### config.mk
export PLATFORM = sky130hd
export DESIGN_NAME = normalized_utf8_keyword_scanner_unit
export DESIGN_NICKNAME = d
export VERILOG_FILES = /design/src/hw/rtl/nkws_pkg.sv /design/src/hw/rtl/normalized_utf8_keyword_scanner_unit.sv /design/src/hw/rtl/nkws_decoder.sv /design/src/hw/rtl/nkws_cell.sv
export SDC_FILE = /design/constraint.sdc
export NUM_CORES = 1
export LEC_CHECK = 0
export BUFFER_PORTS_ARGS = -buffer_cell sky130_fd_sc_hd__buf_4
export CORE_ASPECT_RATIO = 1.2
export CORE_MARGIN = 5
export CORE_UTILIZATION = 40
export DETAILED_ROUTE_END_ITERATION = 16
export GPL_TIMING_DRIVEN = 0
export PLACE_DENSITY = 0.57
export SLEW_MARGIN = 15
export SYNTH_ARGS = -nofsm -noshare
export SYNTH_HDL_FRONTEND = slang
export SYNTH_SLANG_ARGS = --single-unit
### constraint.sdc
create_clock -name clk -period 8.2 [get_ports clk]
set_input_delay 0.82 -clock clk [delete_from_list [all_inputs] [get_ports clk]]
set_output_delay 0.82 -clock clk [all_outputs]
set_load 0.02 [all_outputs]
### src/hw/rtl/nkws_pkg.sv
// Types, keyword ROM and codepoint helpers for the normalized UTF-8 keyword scanner.
// Used by nkws_decoder, nkws_cell and normalized_utf8_keyword_scanner_unit.
// No dependencies.
package nkws_pkg;

    localparam int KW_COUNT   = 50;
    localparam int KW_MAX_LEN = 4;
    localparam int KW_LEN_W   = $clog2(KW_MAX_LEN + 1);
    localparam int CP_W       = 21;

    typedef logic [CP_W-1:0]      cp_t;
    typedef logic [KW_LEN_W-1:0]  kw_len_t;
    typedef logic [KW_COUNT-1:0]  kw_vec_t;

    typedef struct packed {
        logic a_valid;
        cp_t  a_cp;
        logic b_valid;
        cp_t  b_cp;
    } cp_pair_t;

    localparam logic [2:0] FOLLOW_BAD = 3'd4;

    localparam kw_len_t KW_LEN [KW_COUNT] = '{
        3'd2, 3'd2, 3'd2, 3'd2, 3'd2, 3'd2, 3'd2, 3'd2, 3'd2, 3'd2,
        3'd2, 3'd2, 3'd2, 3'd2, 3'd2, 3'd2, 3'd2, 3'd3, 3'd3, 3'd2,
        3'd2, 3'd2, 3'd4, 3'd2, 3'd2, 3'd2, 3'd2, 3'd2, 3'd4, 3'd4,
        3'd2, 3'd2, 3'd3, 3'd2, 3'd2, 3'd2, 3'd2, 3'd2, 3'd2, 3'd2,
        3'd2, 3'd3, 3'd1, 3'd1, 3'd1, 3'd1, 3'd1, 3'd1, 3'd1, 3'd1
    };

    localparam cp_t KW_CP [KW_COUNT][KW_MAX_LEN] = '{
        '{21'h65E5, 21'h7ED3, 21'h0, 21'h0},
        '{21'h65E5, 21'h8D5A, 21'h0, 21'h0},
        '{21'h6708, 21'h5165, 21'h0, 21'h0},
        '{21'h5237, 21'h5355, 21'h0, 21'h0},
        '{21'h517C, 21'h804C, 21'h0, 21'h0},
        '{21'h517C, 21'h804C, 21'h0, 21'h0},
        '{21'h7F51, 21'h8D37, 21'h0, 21'h0},
        '{21'h8D37, 21'h6B3E, 21'h0, 21'h0},
        '{21'h8D37, 21'h6B3E, 21'h0, 21'h0},
        '{21'h535A, 21'h5F69, 21'h0, 21'h0},
        '{21'h8D4C, 21'h535A, 21'h0, 21'h0},
        '{21'h8D4C, 21'h535A, 21'h0, 21'h0},
        '{21'h4EE3, 21'h5F00, 21'h0, 21'h0},
        '{21'h53D1, 21'h7968, 21'h0, 21'h0},
        '{21'h5F15, 21'h6D41, 21'h0, 21'h0},
        '{21'h4EE3, 21'h7406, 21'h0, 21'h0},
        '{21'h9AD8, 21'h85AA, 21'h0, 21'h0},
        '{21'h8F7B, 21'h677E, 21'h8D5A, 21'h0},
        '{21'h5728, 21'h5BB6, 21'h505A, 21'h0},
        '{21'h5957, 21'h73B0, 21'h0, 21'h0},
        '{21'h6D17, 21'h94B1, 21'h0, 21'h0},
        '{21'h8FD4, 21'h5229, 21'h0, 21'h0},
        '{21'h6295, 21'h8D44, 21'h7406, 21'h8D22},
        '{21'h68CB, 21'h724C, 21'h0, 21'h0},
        '{21'h529E, 21'h8BC1, 21'h0, 21'h0},
        '{21'h9AD8, 21'h4EFF, 21'h0, 21'h0},
        '{21'h7EA6, 21'h70AE, 21'h0, 21'h0},
        '{21'h770B, 21'h7247, 21'h0, 21'h0},
        '{21'h75, 21'h73, 21'h64, 21'h74},
        '{21'h75, 21'h73, 21'h64, 21'h74},
        '{21'h7A7A, 21'h6295, 21'h0, 21'h0},
        '{21'h64B8, 21'h6BDB, 21'h0, 21'h0},
        '{21'h8585, 21'h7F8A, 21'h6BDB, 21'h0},
        '{21'h63A5, 21'h7801, 21'h0, 21'h0},
        '{21'h5361, 21'h5546, 21'h0, 21'h0},
        '{21'h6599, 21'h5B50, 21'h0, 21'h0},
        '{21'h62C5, 21'h4FDD, 21'h0, 21'h0},
        '{21'h4EE3, 21'h5145, 21'h0, 21'h0},
        '{21'h4E0A, 21'h5206, 21'h0, 21'h0},
        '{21'h4E0B, 21'h5206, 21'h0, 21'h0},
        '{21'h5E26, 21'h5355, 21'h0, 21'h0},
        '{21'h6740, 21'h732A, 21'h76D8, 21'h0},
        '{21'h8D5A, 21'h0, 21'h0, 21'h0},
        '{21'h8D4C, 21'h0, 21'h0, 21'h0},
        '{21'h8D37, 21'h0, 21'h0, 21'h0},
        '{21'h5237, 21'h0, 21'h0, 21'h0},
        '{21'h5AD6, 21'h0, 21'h0, 21'h0},
        '{21'h70AE, 21'h0, 21'h0, 21'h0},
        '{21'h6DEB, 21'h0, 21'h0, 21'h0},
        '{21'h6BD2, 21'h0, 21'h0, 21'h0}
    };

    function automatic logic [2:0] follow_count(input logic [7:0] b);
        logic [2:0] f;
        if (b < 8'h80) f = 3'd0;
        else if ((b & 8'hE0) == 8'hC0) f = 3'd1;
        else if ((b & 8'hF0) == 8'hE0) f = 3'd2;
        else if ((b & 8'hF8) == 8'hF0) f = 3'd3;
        else f = FOLLOW_BAD;
        return f;
    endfunction

    function automatic logic is_dropped(input cp_t c);
        return c inside {21'h00AD, 21'h034F, 21'h061C, 21'h180E, 21'hFEFF,
                         [21'h200B:21'h200F], [21'h202A:21'h202E],
                         [21'h2060:21'h206F], [21'hFE00:21'hFE0F],
                         [21'hE0100:21'hE01EF], [21'h0300:21'h036F]};
    endfunction

    function automatic cp_t fold_cp(input cp_t raw);
        cp_t c;
        cp_t r;
        c = raw;
        if (c inside {[21'hFF01:21'hFF5E]}) c = c - 21'hFEE0;
        if (c inside {[21'h41:21'h5A]}) begin
            r = c + 21'd32;
        end
        else begin
            case (c)
                21'h8CFA: r = 21'h8D5A;
                21'h8CED: r = 21'h8D4C;
                21'h8CB8: r = 21'h8D37;
                21'h55AE: r = 21'h5355;
                21'h7DB2: r = 21'h7F51;
                21'h8B49: r = 21'h8BC1;
                21'h767C: r = 21'h53D1;
                21'h8077: r = 21'h804C;
                21'h9322: r = 21'h94B1;
                21'h5E63: r = 21'h5E01;
                21'h7121: r = 21'h65E0;
                default:  r = c;
            endcase
        end
        return r;
    endfunction

    function automatic kw_vec_t len_mask(input int pos);
        kw_vec_t m;
        for (int k = 0; k < KW_COUNT; k++) begin
            m[k] = (int'(KW_LEN[k]) == pos + 1);
        end
        return m;
    endfunction

endpackage

### src/hw/rtl/normalized_utf8_keyword_scanner_unit.sv
// Top level of the normalized UTF-8 keyword scanner: decoder, row of match
// cells and result register. Depends on nkws_pkg, nkws_decoder, nkws_cell.
//
//   channel  | signals                               | beat
//   ---------+---------------------------------------+----------------------------
//   text     | text_valid text_ready text_byte       | one byte, last_byte ends text
//            | last_byte                             |
//   result   | result_valid result_ready             | one flag per text
//            | keyword_found                         |
//
// One byte per cycle while text_ready is high; decode, fold and the per-cell
// keyword compare finish in the cycle the beat is accepted. The result shows in
// the cycle after the last byte and holds until taken; text_ready stays high
// while the result register is empty or being taken, and drops while a result
// waits untaken. Reset clears decoder, cells and result_valid, not keyword_found.
module normalized_utf8_keyword_scanner_unit
    import nkws_pkg::*;
(
    input  logic       clk,
    input  logic       rst_n,
    input  logic       text_valid,
    output logic       text_ready,
    input  logic [7:0] text_byte,
    input  logic       last_byte,
    output logic       result_valid,
    input  logic       result_ready,
    output logic       keyword_found
);

    logic     accept;
    logic     clear;
    cp_pair_t cps;
    kw_vec_t  cell_state [KW_MAX_LEN-1];
    kw_vec_t  cell_step  [KW_MAX_LEN-1];
    logic [KW_MAX_LEN-1:0] cell_hit;
    logic     any_hit;
    logic     found_reg, found_next;
    logic     result_valid_reg, result_valid_next;
    logic     keyword_found_reg;

    assign text_ready = !result_valid_reg || result_ready;
    assign accept     = text_valid && text_ready;
    assign clear      = accept && last_byte;

    nkws_decoder u_decoder (
        .clk       (clk),
        .rst_n     (rst_n),
        .accept    (accept),
        .text_byte (text_byte),
        .last_byte (last_byte),
        .cps       (cps)
    );

    for (genvar p = 0; p < KW_MAX_LEN; p++) begin : g_cell
        kw_vec_t left_state, left_step;
        if (p == 0) begin : g_head
            assign left_state = '1;
            assign left_step  = '1;
        end
        else begin : g_body
            assign left_state = cell_state[p-1];
            assign left_step  = cell_step[p-1];
        end
        if (p == KW_MAX_LEN - 1) begin : g_tail
            nkws_cell #(.POS(p)) u_cell (
                .clk        (clk),
                .rst_n      (rst_n),
                .advance    (accept),
                .clear      (clear),
                .cps        (cps),
                .left_state (left_state),
                .left_step  (left_step),
                .state      (),
                .step       (),
                .hit        (cell_hit[p])
            );
        end
        else begin : g_mid
            nkws_cell #(.POS(p)) u_cell (
                .clk        (clk),
                .rst_n      (rst_n),
                .advance    (accept),
                .clear      (clear),
                .cps        (cps),
                .left_state (left_state),
                .left_step  (left_step),
                .state      (cell_state[p]),
                .step       (cell_step[p]),
                .hit        (cell_hit[p])
            );
        end
    end

    always_comb
    begin
        any_hit    = |cell_hit;
        found_next = found_reg || any_hit;
        if (clear) begin
            result_valid_next = 1'b1;
        end
        else if (result_ready) begin
            result_valid_next = 1'b0;
        end
        else begin
            result_valid_next = result_valid_reg;
        end
    end

    always_ff @(posedge clk or negedge rst_n)
    begin
        if (!rst_n) begin
            found_reg        <= 1'b0;
            result_valid_reg <= 1'b0;
        end
        else begin
            result_valid_reg <= result_valid_next;
            if (accept) begin
                found_reg <= clear ? 1'b0 : found_next;
            end
        end
    end

    always_ff @(posedge clk)
    begin
        if (clear) keyword_found_reg <= found_next;
    end

    assign result_valid  = result_valid_reg;
    assign keyword_found = keyword_found_reg;

    a_found_cleared: assert property (@(posedge clk) disable iff (!rst_n)
        clear |=> !found_reg)
        else $error("found flag carried across texts");

    a_found_sticky: assert property (@(posedge clk) disable iff (!rst_n)
        found_reg && !clear |=> found_reg)
        else $error("found flag dropped inside a text");

    a_result_source: assert property (@(posedge clk) disable iff (!rst_n)
        $rose(result_valid_reg) |-> $past(clear))
        else $error("result raised without a final byte");

    a_hit_reported: assert property (@(posedge clk) disable iff (!rst_n)
        clear && any_hit |=> result_valid_reg && keyword_found_reg)
        else $error("hit on final byte not reported");

endmodule

### src/hw/rtl/nkws_decoder.sv
// Lenient UTF-8 byte decoder with drop and fold of the decoded codepoints.
// Emits up to two normalized codepoints per beat. Depends on nkws_pkg.
module nkws_decoder
    import nkws_pkg::*;
(
    input  logic       clk,
    input  logic       rst_n,
    input  logic       accept,
    input  logic [7:0] text_byte,
    input  logic       last_byte,
    output cp_pair_t   cps
);

    logic [7:0] lead_reg, lead_next;
    logic [1:0] need_reg, need_next;
    logic [7:0] g0_reg, g1_reg;
    logic       g0_we, g1_we;
    logic [2:0] fb, fg, fl;
    logic [1:0] total;
    logic       idx;
    logic       take_a, take_b;
    cp_t        raw_a, raw_b;

    always_comb
    begin
        fb        = follow_count(text_byte);
        fg        = follow_count(g0_reg);
        fl        = follow_count(lead_reg);
        total     = fl[1:0];
        idx       = 1'((total - need_reg) & 2'd1);
        lead_next = lead_reg;
        need_next = need_reg;
        g0_we     = 1'b0;
        g1_we     = 1'b0;
        take_a    = 1'b0;
        take_b    = 1'b0;
        raw_a     = '0;
        raw_b     = 21'(text_byte);
        if (need_reg == 2'd0) begin
            if (fb == 3'd0) begin
                take_a = 1'b1;
                raw_a  = 21'(text_byte);
            end
            else if (fb != FOLLOW_BAD && !last_byte) begin
                lead_next = text_byte;
                need_next = fb[1:0];
            end
        end
        else if (need_reg == 2'd1) begin
            take_a    = 1'b1;
            need_next = 2'd0;
            case (total)
                2'd1:    raw_a = 21'({lead_reg[4:0], text_byte[5:0]});
                2'd2:    raw_a = 21'({lead_reg[3:0], g0_reg[5:0], text_byte[5:0]});
                default: raw_a = 21'({lead_reg[2:0], g0_reg[5:0], g1_reg[5:0],
                                      text_byte[5:0]});
            endcase
        end
        else if (last_byte) begin
            need_next = 2'd0;
            if (idx) begin
                if (fg == 3'd0) begin
                    take_a = 1'b1;
                    raw_a  = 21'(g0_reg);
                    take_b = (text_byte < 8'h80);
                end
                else if (fg == 3'd1) begin
                    take_a = 1'b1;
                    raw_a  = 21'({g0_reg[4:0], text_byte[5:0]});
                end
                else begin
                    take_a = (text_byte < 8'h80);
                    raw_a  = 21'(text_byte);
                end
            end
            else begin
                take_a = (text_byte < 8'h80);
                raw_a  = 21'(text_byte);
            end
        end
        else begin
            g0_we     = !idx;
            g1_we     = idx;
            need_next = need_reg - 2'd1;
        end
        if (last_byte) begin
            lead_next = '0;
            need_next = '0;
        end
        cps.a_valid = take_a && !is_dropped(raw_a);
        cps.a_cp    = fold_cp(raw_a);
        cps.b_valid = take_b && !is_dropped(raw_b);
        cps.b_cp    = fold_cp(raw_b);
    end

    always_ff @(posedge clk or negedge rst_n)
    begin
        if (!rst_n) begin
            lead_reg <= '0;
            need_reg <= '0;
        end
        else if (accept) begin
            lead_reg <= lead_next;
            need_reg <= need_next;
        end
    end

    always_ff @(posedge clk)
    begin
        if (accept && g0_we) g0_reg <= text_byte;
        if (accept && g1_we) g1_reg <= text_byte;
    end

    a_need_fits: assert property (@(posedge clk) disable iff (!rst_n)
        need_reg != 2'd0 |-> follow_count(lead_reg) >= {1'b0, need_reg})
        else $error("pending byte count exceeds lead length");

    a_end_clears: assert property (@(posedge clk) disable iff (!rst_n)
        accept && last_byte |=> need_reg == 2'd0 && lead_reg == 8'h00)
        else $error("decoder state not cleared at end of text");

endmodule

### src/hw/rtl/nkws_cell.sv
// One prefix-match cell: holds, per keyword, whether the recent codepoints
// match that keyword's first POS+1 codepoints. Depends on nkws_pkg.
module nkws_cell
    import nkws_pkg::*;
#(
    parameter int POS = 0
)
(
    input  logic     clk,
    input  logic     rst_n,
    input  logic     advance,
    input  logic     clear,
    input  cp_pair_t cps,
    input  kw_vec_t  left_state,
    input  kw_vec_t  left_step,
    output kw_vec_t  state,
    output kw_vec_t  step,
    output logic     hit
);

    localparam kw_vec_t MASK = len_mask(POS);

    kw_vec_t state_reg, state_next;
    kw_vec_t eq_a, eq_b, step_b;

    always_comb
    begin
        for (int k = 0; k < KW_COUNT; k++) begin
            eq_a[k] = (cps.a_cp == KW_CP[k][POS]);
            eq_b[k] = (cps.b_cp == KW_CP[k][POS]);
        end
        step       = cps.a_valid ? (left_state & eq_a) : state_reg;
        step_b     = cps.b_valid ? (left_step & eq_b) : step;
        hit        = (cps.a_valid && (|(step & MASK)))
                  || (cps.b_valid && (|(step_b & MASK)));
        state_next = clear ? '0 : step_b;
    end

    always_ff @(posedge clk or negedge rst_n)
    begin
        if (!rst_n) begin
            state_reg <= '0;
        end
        else if (advance) begin
            state_reg <= state_next;
        end
    end

    assign state = state_reg;

endmodule
==> impl_metrics.toml, run 1 <==
[status]
status = "finished clean"

[sta]
max_freq_mhz = 125
finalSetupViolations = 0
slew-limit-headroom_pct = 13.2
min_period_ns = 7.97
tightest_slew_ns = 1.29
hold_ws_ns = 0.475
slew_viol_final = 0
fin_skew_ns = 0.0114
rsz0062_at_grt = "false"
post-route-period-util_pct = 97.2
hold_violations = 0

[cts]
cts_setup_buffers = 0
root_buffer = "clkbuf_16"
cts_hold_buf = 0
numCtsBuffers = 17
cts_sinks = 120
clkTransAtPathRegs_ns = 0.06
ctsHtreeMaxLevel = 4
worstSkewPairLatency_ns = 0.44
cts_buffer_depth = 2
cts_tree = "yes"

[worst_setup_path]
path_buf_inv = 10
crit_type = "flop to flop"
required_ns = 8.37
slowest_stage = "or4_4"
critical_path.startpoint_type = "flop"
cp_max_fo = 11
critPathTopFamily = "compound AO/OA/AOI/OAI gates"
cpPeakStageDelay_ns = 0.49
critPathArrivalTime_ns = 8.14
critPathCaptureType = "flop"
critPathMostFrequentCell = "buf_2"

[logic_synthesis]
syn_nets = 1262
synth_cells = 1239
synth_area_per_cell_um2 = 7.98
synthFlopType = "dfrtp_1"
ys_top_cells_by_area = "dfrtp_1 (27%), nand2_1 (6.7%), edfxtp_1 (4.6%), nor2_1 (4.0%), o21ai_0 (3.6%)"
synth.top_cell.area_share_pct = 26.6
synth_seq_area_share_pct = 31.1
yosys.area_share.simple_pct = 35.0
synthMuxAreaShare_pct = 0.633
synth_area_mm2 = 0.00989
synth_xor_area_share_pct = 0.0886
synth-compound-area-share_pct = 27.4
synth_top_family_by_area = "simple AND/OR/NAND/NOR gates"
async_flop_share_pct = 87.5
ys_warn_count = 0
synth_fa_ha_area_share_pct = 1.27
synthMostInstantiatedCell = "nand2_1"
netlist_top_cells_count = "nand2_1 (177), dfrtp_1 (105), nor2_1 (105), o21ai_0 (72), nor3_1 (65)"
synth-seq-cells = 120
yosys.area.top_type = "dfrtp_1"
synth_edf_count = 15
yosysUniqueCellTypes = 112

[placement]
placedCellCount = 1579
gp_congestion = 1.08
hpwl_um = 38800
port_buffers = 15

[drt]
drtIter0Drc = 1374
finalWirelength_um = 49900
vias = 11300
wl_per_cell_um = 30.9
drc = 0
detail-route-antenna-nets = 0
vias_per_cell = 7.02
first_pass_iters = 6

[pwr]
leakagePower_nw = 4.19
ir_worst_vdd_uv = 200
p_per_area_mw_per_mm2 = 300
pwr-share-clk_pct = 22.1
seq_power_share_pct = 19.7
power_switching_mw = 1.78
switching_share_pct = 53.7
power_frac_comb_pct = 58.3
p_int_mw = 1.53
p_total_mw = 3.31

[global_routing]
grt_util_met3_pct = 6.10
antenna_found_initial = 0
first_global_vias = 11000
use_met2_pct = 57.4
grt_use_total_pct = 35.1
grt_pass1_wl_um = 73700
overflow = 0
use_met1_pct = 42.4
grt_max_degree = 106
gr-max-usage-layer = "met2"

[layout]
fillers = 2557
multi_input_comb_area_mm2 = 0.00643
area_growth_pct = 11.7
largest_reg_flops = 90
nets = 1296
regArea_mm2 = 0.00308
stdcell_count = 1613
layout-drive-gt1-share_pct = 11.0

[die]
die-height_um = 182
start_util_pct = 40.3
std_cell_rows = 63
dieArea_mm2 = 0.0280
io-pin-count = 16
die_w_um = 154
fp.coreArea_mm2 = 0.0245

[run]
maxCapViolations = 0

[worst_hold_path]
min_path_type = "flop to flop"
==> power by group through the flow <==
| stage | clock [mW] | combinational, mW | sequential, mW |
|---|---|---|---|
| after floorplan | 0 | 1.17 | 0.651 |
| after global placement | 0 | 1.85 | 0.659 |
| after CTS | 0.733 | 1.84 | 0.649 |
| after detailed placement | 0 | 1.83 | 0.660 |
| after global routing | 0.766 | 2.01 | 0.652 |
| final | 0.730 | 1.93 | 0.650 |
==> layout make-up <==
cell class,count,area share (%)
inverter,22,0.793
tap,325,3.68
timing repair buffer,15,1.05
sequential,120,27.9
antenna,2,0.0453
buffer,72,3.23
clock inverter,13,1.10
clock buffer,19,4.01
multi-input combinational,1025,58.2
==> metrics by stage <==
step | cell area (um^2) | utilization (%) | setup WS, ns | setup TNS (ns)
6_report | 11000 | 45.0 | 0.228 | 0
5_1_grt | 11000 | 45.0 | 0.00722 | 0
4_1_cts | 11000 | 44.9 | 0.0316 | 0
3_5_place_dp | 10400 | 42.5 | -0.201 | -0.490
3_3_place_gp | 10400 | 42.4 | -0.340 | -1.11
2_1_floorplan | 9890 | - | 2.19 | 0
==> layout by cell type, fill, tap and decap left out, drive strengths merged, types with 39 or more instances in the layout <==
master,n
nor2,108
nor4,46
nor3,67
buf,43
nand2,179
nand3,59
clkbuf,63
nand4,52
dfrtp,105
o21ai,81
a22o,39
==> routing by layer <==
metal,vias to the layer above,part of all wire (%)
li1,4887,-
met1,5508,37
met2,721,46
met3,203,8.2
met4,0,8.1
met5,-,0
==> worst register-to-register path, delay by kind of cell (launching register included) <==
kind / cells / cell delay (ns)
AO/OA/AOI/OAI: 8 / 2.29
XOR/XNOR: 1 / 0.13
adder cells (fa/ha/maj): 3 / 0.76
buffers and inverters: 10 / 1.97
flip-flops: 1 / 0.47
multiplexers: 1 / 0.11
AND/OR/NAND/NOR: 7 / 2.00
==> cell families after synthesis <==
logic type | after synthesis
and+or+nand+nor | 652
AOI/OAI and AO/OA | 356
DFF | 120
buffers and inverters | 94
adders and majority gates | 10
muxes | 6
xor gates and xnor gates | 1
==> what timing repair did <==
item,in CTS,in global routing
gates cloned,0,0
endpoints found under the setup margin,4,31
endpoints found under the hold margin,0,0
pin swaps,0,1
resized for setup,4,6
==> final timing paths <==
kind	start	endpoint	slack, ns	depth (start not counted)
min	g_cell[0].g_mid.u_cell.state[23]$_DFFE_PN0P_	g_cell[0].g_mid.u_cell.state[23]$_DFFE_PN0P_	0.47	2
max in group asynchronous	rst_n	g_cell[1].g_mid.u_cell.state[17]$_DFFE_PN0P_	6.97	1
max	u_decoder.need_reg[0]$_DFFE_PN0P_	keyword_found$_DFFE_PP_	0.23	30
min in group asynchronous	rst_n	g_cell[0].g_mid.u_cell.state[21]$_DFFE_PN0P_	0.48	1
min reg2reg	g_cell[0].g_mid.u_cell.state[23]$_DFFE_PN0P_	g_cell[0].g_mid.u_cell.state[23]$_DFFE_PN0P_	0.47	2
max reg2reg	u_decoder.need_reg[0]$_DFFE_PN0P_	keyword_found$_DFFE_PP_	0.23	30
Note: power is estimated with default switching activity, not from simulation.
==> inputs of run 2 (changes only) <==
- CAP_MARGIN: default -> 0
- CORE_MARGIN: 5 -> 4
==> impl_metrics.toml, run 2 (synthesis gave the netlist of run 1 again) <==
[placement]
dpl-instance-area_mm2 = 0.0104
gp_congestion = 1.08
port_buffers = 15
hpwl_um = 39400

[drt]
drtIter0Drc = 1396
wl_per_cell_um = 32.0
vias_per_cell = 7.11
detail-route-antenna-nets = 0
first_pass_iters = 6
drc = 0
finalWirelength_um = 51400
vias = 11400

[pwr]
p_per_area_mw_per_mm2 = 311
leakagePower_nw = 4.22
switching_share_pct = 54.7
ir_worst_vdd_uv = 143
pwr-share-clk_pct = 23.0
seq_power_share_pct = 18.8
power_frac_comb_pct = 58.2
power_switching_mw = 1.89
p_int_mw = 1.56

[status]
status = "finished clean"

[sta]
slew-limit-headroom_pct = 11.0
rsz0062_at_grt = "true"
max_freq_mhz = 125
tightest_slew_ns = 1.32
post-route-period-util_pct = 97.8
fin_skew_ns = 0.0196
finalSetupViolations = 0
hold_violations = 0
timing.setup.tns_ns = 0
slew_viol_final = 0
min_period_ns = 8.02

[layout]
regArea_mm2 = 0.00308
mostFrequentLayoutCells = "nand2_1 (177), dfrtp_1 (105), nor2_1 (104), o21ai_0 (72), nor3_1 (65)"
nets = 1296
antenna_cells = 0
mostFrequentLayoutCell = "nand2_1"
layout-drive-gt1-share_pct = 11.2
fillers = 2455
multi_input_comb_area_mm2 = 0.00644
largest_reg_flops = 90
area_growth_pct = 12.1
design_area_mm2 = 0.0111

[worst_setup_path]
critPathCaptureType = "flop"
required_ns = 8.53
cp_max_fo = 11
critical_path.startpoint_type = "flop"
critPathArrivalTime_ns = 8.35
crit_type = "flop to flop"
slowest_stage = "nor4_4"
cpPeakStageDelay_ns = 0.71

[global_routing]
overflow = 0
grt_use_total_pct = 37.0
antenna_found_initial = 1
first_global_vias = 11100
grt_max_degree = 106
grt_pass1_wl_um = 74700

[cts]
cts_setup_buffers = 0
clkTransAtPathRegs_ns = 0.07
numCtsBuffers = 17
cts_tree = "yes"
worstSkewPairLatency_ns = 0.44
root_buffer = "clkbuf_16"
cts_hold_buf = 0
cts_resized = 5
ctsHtreeMaxLevel = 4
cts_buffer_depth = 2
cts_sinks = 120

[die]
die-height_um = 180
fp.coreArea_mm2 = 0.0241
die_w_um = 152
start_util_pct = 41.0
dieArea_mm2 = 0.0273
io-pin-count = 16
std_cell_rows = 62

[worst_hold_path]
min_path_type = "flop to flop"

[run]
maxCapViolations = 0
[run 2: path summary, 6_finish.rpt]
| kind | startpoint | end | slack, ns | cells past startpoint |
|---|---|---|---|---|
| setup / recovery | u_decoder.need_reg[0]$_DFFE_PN0P_ | found_reg$_DFFE_PN0P_ | 0.18 | 29 |
| hold / removal | g_cell[0].g_mid.u_cell.state[23]$_DFFE_PN0P_ | g_cell[0].g_mid.u_cell.state[23]$_DFFE_PN0P_ | 0.47 | 2 |
| setup reg to reg | u_decoder.need_reg[0]$_DFFE_PN0P_ | found_reg$_DFFE_PN0P_ | 0.18 | 29 |
| hold reg to reg | g_cell[0].g_mid.u_cell.state[23]$_DFFE_PN0P_ | g_cell[0].g_mid.u_cell.state[23]$_DFFE_PN0P_ | 0.47 | 2 |
| max in group asynchronous | rst_n | g_cell[3].g_tail.u_cell.state[29]$_DFFE_PN0P_ | 6.95 | 1 |
| min in group asynchronous | rst_n | g_cell[0].g_mid.u_cell.state[22]$_DFFE_PN0P_ | 0.50 | 1 |
[run 2: layout make-up]
| class | count | area share [%] |
|---|---|---|
| Sequential cell | 120 | 27.8 |
| Buffer | 72 | 3.22 |
| Clock buffer | 18 | 4.07 |
| Multi-Input combinational cell | 1025 | 58.1 |
| Clock inverter | 14 | 1.34 |
| Timing Repair Buffer | 15 | 1.05 |
| Tap cell | 320 | 3.61 |
| Inverter | 22 | 0.790 |
[run 2: power by group through the flow]
stage | logic [mW] | clock network [mW] | registers (mW)
global route | 2.06 | 0.818 | 0.650
detailed placement | 1.89 | 0 | 0.659
floorplan | 1.17 | 0 | 0.651
CTS | 1.91 | 0.784 | 0.648
finish | 2.00 | 0.793 | 0.649
global placement | 1.92 | 0 | 0.659
[run 2: metal layers]
metal / vias to the layer above / share of wire, % / wire [um] / track usage [%]
met5: - / 0.025 / 13 / 0
met4: 2 / 8.4 / 4300 / 23.9
li1: 4883 / - / - / -
met3: 224 / 7.8 / 4020 / 6.11
met1: 5582 / 37 / 19300 / 45.6
met2: 733 / 46 / 23800 / 59.1
[run 2: stage by stage]
| step | power (mW) | setup WS (ns) | util (%) | hold slack (ns) | std cells |
|---|---|---|---|---|---|
| floorplan | 1.82 | 2.19 | - | 0.430 | 1239 |
| global placement | 2.58 | -1.02 | 43.1 | 0.443 | 1574 |
| detailed placement | 2.55 | -0.510 | 43.2 | 0.453 | 1574 |
| CTS | 3.34 | 0.110 | 45.8 | 0.467 | 1606 |
| global route | 3.53 | -0.0353 | 45.9 | 0.481 | 1606 |
| finish | 3.45 | 0.179 | 45.9 | 0.470 | 1606 |
[run 2: worst max-delay path, delay by kind of cell (launching register included)]
kind	cells	cell delay, ns
mux	2	0.60
flops	1	0.48
buf+inv	8	1.45
fa+ha+maj	3	0.69
compound gates	5	1.76
xor+xnor	1	0.13
simple gates	10	2.76
